**src/rtl/core/decade_bucket_mlfq_scheduler_assert.svh**
```systemverilog
// assertion macros for the decade bucket scheduler
`ifndef DECADE_BUCKET_MLFQ_SCHEDULER_ASSERT_SVH
`define DECADE_BUCKET_MLFQ_SCHEDULER_ASSERT_SVH
// implication checked on every clock edge outside reset
`define DBM_ASSERT_IMP(label, clk, rst_n, ante, cons, msg) \
label: assert property (@(posedge clk) disable iff (!rst_n) (ante) |-> (cons)) else $error(msg);
// next-cycle implication
`define DBM_ASSERT_NXT(label, clk, rst_n, ante, cons, msg) \
label: assert property (@(posedge clk) disable iff (!rst_n) (ante) |=> (cons)) else $error(msg);
`endif

```
**src/rtl/core/dbm_pkg.sv**
```systemverilog
// shared types and constants for the decade bucket scheduler
package dbm_pkg;
	localparam int FIFO_DEPTH = 256;
	localparam int HEAP_DEPTH = 256;
	localparam int LEVELS = 5;
	localparam int NUM_THRESH = 5;
	localparam int FAW = $clog2(FIFO_DEPTH);
	localparam int HAW = $clog2(HEAP_DEPTH);
	localparam int LVW = $clog2(LEVELS);
	localparam int FMW = $clog2(LEVELS * FIFO_DEPTH);
	localparam int STW = 24;
	localparam int HEW = 16 + 32 + STW;

	typedef enum logic [1:0] {
		MODE_ADD = 2'd0,
		MODE_GET = 2'd1,
		MODE_CLEAR = 2'd2,
		MODE_NONE = 2'd3
	} mode_t;

	typedef enum logic [1:0] {
		ST_OK = 2'd0,
		ST_EMPTY = 2'd1,
		ST_FULL = 2'd2,
		ST_IGNORED = 2'd3
	} status_t;

	typedef enum logic [4:0] {
		S_IDLE, S_DECODE, S_FADD, S_FRD, S_FRD2, S_HPUSH,
		S_UPRD, S_UPCMP, S_HPOP, S_HLAST, S_DNRD, S_DNRD2, S_DNCMP,
		S_TOPRD, S_TOPWT, S_DONE, S_OUT
	} state_t;

	typedef struct packed {
		logic [15:0] id;
		logic [31:0] avg;
		logic [STW-1:0] stamp;
	} hentry_t;

	// controller to datapath
	typedef struct packed {
		logic capture;
		logic fadd;
		logic frd;
		logic fpop;
		logic hpush;
		logic uprd;
		logic upswap;
		logic hpop;
		logic hlast;
		logic dnrd;
		logic dnrd2;
		logic dnswap;
		logic toprd;
		logic topcap;
		logic clear;
		logic finish;
		logic [1:0] st;
	} cmd_t;

	// datapath to controller
	typedef struct packed {
		logic ignore;
		logic to_heap;
		logic zero_avg;
		logic heap_full;
		logic lvl_full;
		logic fifo_any;
		logic heap_any;
		logic up_more;
		logic up_swap;
		logic dn_left;
		logic dn_swap;
		logic hempty_after;
	} stat_t;

	function automatic logic above(hentry_t a, hentry_t b);
		if (a.avg != b.avg) return a.avg > b.avg;
		return a.stamp < b.stamp;
	endfunction
endpackage

```
**src/rtl/core/dbm_ctrl.sv**
```systemverilog
// controller state machine for the scheduler
module dbm_ctrl (
	input logic clk,
	input logic arst_n,
	input logic in_valid,
	output logic in_ready,
	output logic out_valid,
	input logic out_ready,
	input logic [1:0] mode,
	input dbm_pkg::stat_t st,
	output dbm_pkg::cmd_t cmd
);
	import dbm_pkg::*;

	state_t state_q, state_d;
	mode_t mode_q;

	always_ff @(posedge clk or negedge arst_n) begin
		if (!arst_n) begin
			state_q <= S_IDLE;
			mode_q <= MODE_NONE;
		end else begin
			state_q <= state_d;
			if (in_valid && in_ready) mode_q <= mode_t'(mode);
		end
	end

	always_comb begin
		state_d = state_q;
		unique case (state_q)
			S_IDLE: if (in_valid) state_d = S_DECODE;
			S_DECODE: begin
				unique case (mode_q)
					MODE_ADD: begin
						if (st.ignore) state_d = S_DONE;
						else if (st.to_heap) begin
							if (st.zero_avg || st.heap_full) state_d = S_DONE;
							else state_d = S_HPUSH;
						end else if (st.lvl_full) state_d = S_DONE;
						else state_d = S_FADD;
					end
					MODE_GET: begin
						if (st.fifo_any) state_d = S_FRD;
						else if (st.heap_any) state_d = S_HPOP;
						else state_d = S_DONE;
					end
					default: state_d = S_DONE;
				endcase
			end
			S_FADD: state_d = S_DONE;
			S_FRD: state_d = S_FRD2;
			S_FRD2: state_d = S_DONE;
			S_HPUSH: state_d = S_UPRD;
			S_UPRD: state_d = st.up_more ? S_UPCMP : S_TOPRD;
			S_UPCMP: state_d = st.up_swap ? S_UPRD : S_TOPRD;
			S_HPOP: state_d = st.hempty_after ? S_DONE : S_HLAST;
			S_HLAST: state_d = S_DNRD;
			S_DNRD: state_d = st.dn_left ? S_DNRD2 : S_TOPRD;
			S_DNRD2: state_d = S_DNCMP;
			S_DNCMP: state_d = st.dn_swap ? S_DNRD : S_TOPRD;
			S_TOPRD: state_d = S_TOPWT;
			S_TOPWT: state_d = S_DONE;
			S_DONE: state_d = S_OUT;
			S_OUT: if (out_ready) state_d = S_IDLE;
			default: state_d = S_IDLE;
		endcase
	end

	always_comb begin
		cmd = '0;
		in_ready = (state_q == S_IDLE);
		out_valid = (state_q == S_OUT);
		cmd.capture = in_valid && (state_q == S_IDLE);
		unique case (state_q)
			S_DECODE: begin
				cmd.st = ST_OK;
				unique case (mode_q)
					MODE_ADD: begin
						if (st.ignore) cmd.st = ST_IGNORED;
						else if (st.to_heap) begin
							if (st.zero_avg) cmd.st = ST_IGNORED;
							else if (st.heap_full) cmd.st = ST_FULL;
						end else if (st.lvl_full) cmd.st = ST_FULL;
					end
					MODE_GET: if (!st.fifo_any && !st.heap_any) cmd.st = ST_EMPTY;
					MODE_CLEAR: cmd.clear = 1'b1;
					default: cmd.st = ST_IGNORED;
				endcase
			end
			S_FADD: cmd.fadd = 1'b1;
			S_FRD: cmd.frd = 1'b1;
			S_FRD2: cmd.fpop = 1'b1;
			S_HPUSH: cmd.hpush = 1'b1;
			S_UPRD: cmd.uprd = 1'b1;
			S_UPCMP: cmd.upswap = st.up_swap;
			S_HPOP: cmd.hpop = 1'b1;
			S_HLAST: cmd.hlast = 1'b1;
			S_DNRD: cmd.dnrd = 1'b1;
			S_DNRD2: cmd.dnrd2 = 1'b1;
			S_DNCMP: cmd.dnswap = st.dn_swap;
			S_TOPRD: cmd.toprd = 1'b1;
			S_TOPWT: cmd.topcap = 1'b1;
			S_DONE: cmd.finish = 1'b1;
			default: ;
		endcase
	end
endmodule

```
**config.mk**
```make
export PLATFORM = sky130hd
export DESIGN_NAME = dbm_ctrl
export DESIGN_NICKNAME = d
export VERILOG_FILES = /design/src/rtl/core/decade_bucket_mlfq_scheduler_assert.svh /design/src/rtl/core/dbm_pkg.sv /design/src/rtl/core/dbm_ctrl.sv
export SDC_FILE = /design/constraint.sdc
export NUM_CORES = 1
export LEC_CHECK = 0
export BUFFER_PORTS_ARGS = -buffer_cell sky130_fd_sc_hd__buf_2
export CAP_MARGIN = 30
export CORE_MARGIN = 2
export CORE_UTILIZATION = 49
export DETAILED_ROUTE_END_ITERATION = 7
export PLACE_DENSITY = 0.86
export SETUP_SLACK_MARGIN = 0.1
export SYNTH_ARGS = -nofsm -noshare
export SYNTH_HDL_FRONTEND = slang
export SYNTH_SLANG_ARGS = --single-unit
```
**constraint.sdc**
```tcl
create_clock -name clk -period 2.45 [get_ports clk]
set_input_delay 0.1225 -clock clk [delete_from_list [all_inputs] [get_ports clk]]
set_output_delay 0.1225 -clock clk [all_outputs]
set_load 0.02 [all_outputs]
```
== Word level (Yosys, flattened, before mapping) ==
Index checks and enable logic that the tools add are counted.

* Word-level logic and storage cells: 70
* Output and inout bits: 20
* Register bits: 7

* Muxes and demuxes: 39
* Reductions and logical operators: 9
* Eq/ne operators: 20

{| class="wikitable"
|+ Operator list
! kind !! number
|-
| $pmux W5 S15 || 1
|-
| $eq A5 B4 Y1 const B || 8
|-
| $eq A5 B3 Y1 const B || 4
|-
| $mux W4 || 5
|-
| $mux W5 || 4
|-
| $mux W1 || 17
|-
| $mux W2 || 6
|-
| $mux W3 || 4
|-
| $eq A5 B2 Y1 const B || 2
|-
| $pmux W5 S2 || 1
|-
| $pmux W2 S3 || 1
|-
| $eq A5 B1 Y1 const B || 1
|-
| $eq A5 B5 Y1 const B || 1
|-
| $logic_not A5 Y1 || 1
|-
| $reduce_or A3 Y1 || 1
|-
| $eq A2 B1 Y1 const B || 1
|-
| $eq A2 B2 Y1 const B || 1
|-
| $logic_and A1 B1 Y1 || 2
|-
| $logic_not A1 Y1 || 2
|-
| $logic_not A2 Y1 || 1
|-
| $ne A2 B1 Y1 const B || 1
|-
| $ne A2 B2 Y1 const B || 1
|-
| $reduce_and A2 Y1 || 1
|-
| $logic_or A1 B1 Y1 || 1
|}

== Depth between registers and ports, before layout ==
* Depth after elaboration: 6
* Gate-level depth with buffers: 6
* Depth with buffers taken out: 6

== Worst setup path before layout ==
OpenSTA, ideal clock, no wires.

* Kind: reg2reg
* Start point: register state_q[2]
* End point: register state_q[2]
* Setup slack: 0.583 ns
* Data arrival time: 1.777 ns
* Library setup time: 0.090 ns
* Buffers on the path: 1
* Data required time: 2.360 ns
* Stages on the path, launching flop included: 6
* Cell sequence: dfrtp_1 buf_4 or3b_2 nor3_1 nand2_1 o2111ai_1

* Cells in the longest elaborated chain, start to end: 3
* Elaborated cells between the ends (all ways): 22
* Those cells by class: eq/ne (18); mux (1); reduce/logical (3)

{| class="wikitable"
|+ Ends and longest elaborated chain
! what !! line !! RTL
|-
| from (decl) || dbm_ctrl.sv:15 || <nowiki>state_t state_q, state_d;</nowiki>
|-
| from (signal assigned) || dbm_ctrl.sv:23 || <nowiki>state_q <= state_d;</nowiki>
|-
| $eq A5 B4 Y1, or another cell as far along || dbm_ctrl.sv:30 || <nowiki>unique case (state_q)</nowiki>
|-
| $reduce_or A3 Y1 (no source line), or another cell as far along || -- ||
|-
| $pmux W5 S15 or $reduce_and A2 Y1 (tied branches) || -- ||
|}

Several ways; a longest one is shown, not always the timed one.
A chain may end at the register's enable or synchronous reset.

==> flow_summary_export.csv <==
group,metric,value,unit
run_status,status,"finished clean",
final_layout,final_cell_count_no_fill,163,
floorplanning,fp.dieH,44.77,um
yosys,synth_ff_type,"dfrtp_1",
yosys,synth-seq-cells,7,
setup_path,crit_path_start_kind,"flop",
setup_path,timing.rr.start,"state_q[3]",
placed_design,pre_cts_ws,0.6791,ns
yosys,synth.area.top_cells,"dfrtp_1 (15%), nor2_1 (9.2%), dfstp_2 (6.5%), ha_1 (6.1%), inv_1 (4.1%)",
cts,ctsRootBufferMaster,"clkbuf_4",
setup_path,cp_max_fo,12,
timing,timing.slew.headroom,63.96,%
routing,wl,2.141,mm
global_routing,antenna_found_initial,0,
cts,cts.sink_count,7,
floorplanning,num_rows,14,
flow_run,drv_cap,0,
global_routing,grt_max_degree,18,
timing,fmax,0.4868,GHz
floorplanning,die_w,44.77,um
timing,setup_viol,0,
yosys,syn_area,814.5,sq um
setup_path,cp-end-kind,"output port",
global_routing,overflow,0,
global_routing,grt_pass1_wl,3.567,mm
power,finalPower,1.218,mW
floorplanning,fp.coreArea,1524,sq um
cts,cts_buffers,3,
setup_path,crit_start,"state_q[3]",
cts,cts.clk_slew.worst_paths,0.05,ns
routing,post_drt_wl_per_cell,13.13,um
setup_path,critical_path.cell_chain,"or3_1 -> or2_2 -> nor2_1 -> buf_2",
setup_path,critical_path.max_stage_delay,0.54,ns
yosys,synth_top_area_share,15.36,%
setup_path,crit_slowest_cell,"or3_1",
yosys,synthesis.nets,135,
setup_path,critPathArrivalTime,1.93,ns
setup_path,rr_endpoint,"state_q[1]",
timing,worstMarginPinSlew,0.5406,ns
final_layout,utilization,66.34,%
yosys,synth_edf_count,0,
routing,antenna_left,0,
placed_design,placed_area,974.7,sq um
placed_design,place.gp.congestion,0.9390,
timing,period_minus_slack,2.054,ns
floorplanning,die-area,2004,sq um
cts,cts_tree,"yes",
final_layout,antenna_cells,0,
floorplanning,initial_core_util,53.45,%
power,p_leak,0.5246,nW
routing,vias_per_cell,5.994,
setup_path,regToRegSetupSlack,0.66,ns
min_path,min_path_type,"primary input to flop",
final_layout,nets,170,
routing,post-route-drc-count,0,
timing,fin_crit_sh,83.85,%
setup_path,r2r_cells,3,
timing,slew_viol_final,0,
routing,first_pass_iters,4,
timing,rsz0062_at_grt,"false",
global_routing,track_usage,24.06,%
routing,drt_iter0_drc,34,
yosys,ys_types,41,
yosys,synth-async-reset-ratio,100.0,%
power,p_per_area,1205,nW/um^2
yosys,synthTopCellsByCount,"nor2_1 (20), inv_1 (9), nand2_1 (7)",
placed_design,placedCellCount,158,
setup_path,worstSetupPathType,"flop to output port",
cts,clk_latency,0.25,ns
yosys,netlist_instances,113,
placed_design,place_hpwl,1.652,mm
yosys,ys_warn_count,0,
yosys,yosysTopAreaCell,"dfrtp_1",
setup_path,cp.required,2.33,ns
timing,skew,0.005346,ns
final_layout,drive_gt1_share,32.65,%
setup_path,crit_end,"cmd[0]",
placed_design,portBuffers,37,
yosys,synth.avg_cell_area,7.208,sq um
yosys,synth.most_common_cell,"nor2_1",
routing,via_count,977,
timing,hold_slack,0.1089,ns
timing,fin_tns_setup,0,ns
floorplanning,ios,38,
timing,hold_viol_final,0,
final_layout,final_area,1011,sq um
power,vdd_drop_max,0.8250,mV
final_layout,area.growth.synth_to_final,24.12,%
yosys,seq_area_frac_synth,21.81,%
cts,cts_buffer_depth,2,
cts,cts_setup_buffers,0,
cts,cts_htree_levels,1,
timing,setup_slack,0.3957,ns
global_routing,grt_pass1_vias,808,
==> placed cells by master, fill, tap and decap left out, types with 4 or more instances in the layout <==
cell,n
ha_1,4
nor3_1,4
o21ai_0,6
dfrtp_1,5
nor2_1,20
buf_2,37
nand2_1,7
inv_1,9
a21oi_1,6
nand2b_1,5
==> power breakdown <==
part | switching, mW | total (mW) | internal, mW
Clock | 0.0386 | 0.100 | 0.0619
Sequential | 0.160 | 0.344 | 0.184
Combinational | 0.454 | 0.774 | 0.320
==> critical path: cells and delay by family, from the launching register on <==
family,cells,cell delay (ns)
buf+inv,1,0.16
flops,1,0.49
simple gates,3,1.02
==> cells by family after synthesis <==
logic type / count (synthesis) / share of synthesized area [%]
adder cells (fa/ha/maj): 4 / 6.145
flip-flops: 7 / 21.81
buffers and inverters: 17 / 9.677
AO/OA/AOI/OAI: 30 / 25.04
XOR/XNOR: 1 / 1.075
multiplexers: 2 / 3.687
AND/OR/NAND/NOR: 52 / 32.57
==> area by class of cell <==
type	count	area (sq um)
clock buffer	4	26.28
fill	134	513.0
inverter	9	33.78
multi-input combinational	89	558.0
sequential	7	177.7
tap	16	20.02
timing repair buffer	38	195.2
==> layer usage <==
layer / share of wire (%) / wire [um] / track usage (%) / vias up
met5: 0 / 0 / 0 / -
met4: 4.3 / 91 / 14.71 / 0
met3: 9.9 / 212 / 4.400 / 12
met2: 44 / 939 / 36.23 / 77
met1: 42 / 897 / 31.92 / 421
li1: - / - / - / 467
==> registers in the layout, indices dropped and copies added (netlist names) <==
| signal | cells |
|---|---|
| mode_q | 2 |
| state_q | 5 |
==> worst min-delay path by stage <==
stage / from / endpoint / slack (ns) / depth (start not counted)
6_report: mode[0] / mode_q[0] / 0.11 / 2
5_1_grt: mode[1] / mode_q[1] / 0.10 / 2
4_1_cts: mode[1] / mode_q[1] / 0.10 / 2
3_5_place_dp: arst_n / state_q[4] / -0.04 / 1
3_3_place_gp: arst_n / state_q[4] / -0.04 / 1
2_1_floorplan: arst_n / state_q[0] / -0.17 / 0
==> repair_timing <==
action,4_1_cts,5_1_grt
endpoints found under the hold margin,7,0
hold buffers,1,0
resized for setup,0,0
Note: power is estimated with default switching activity, not from simulation.
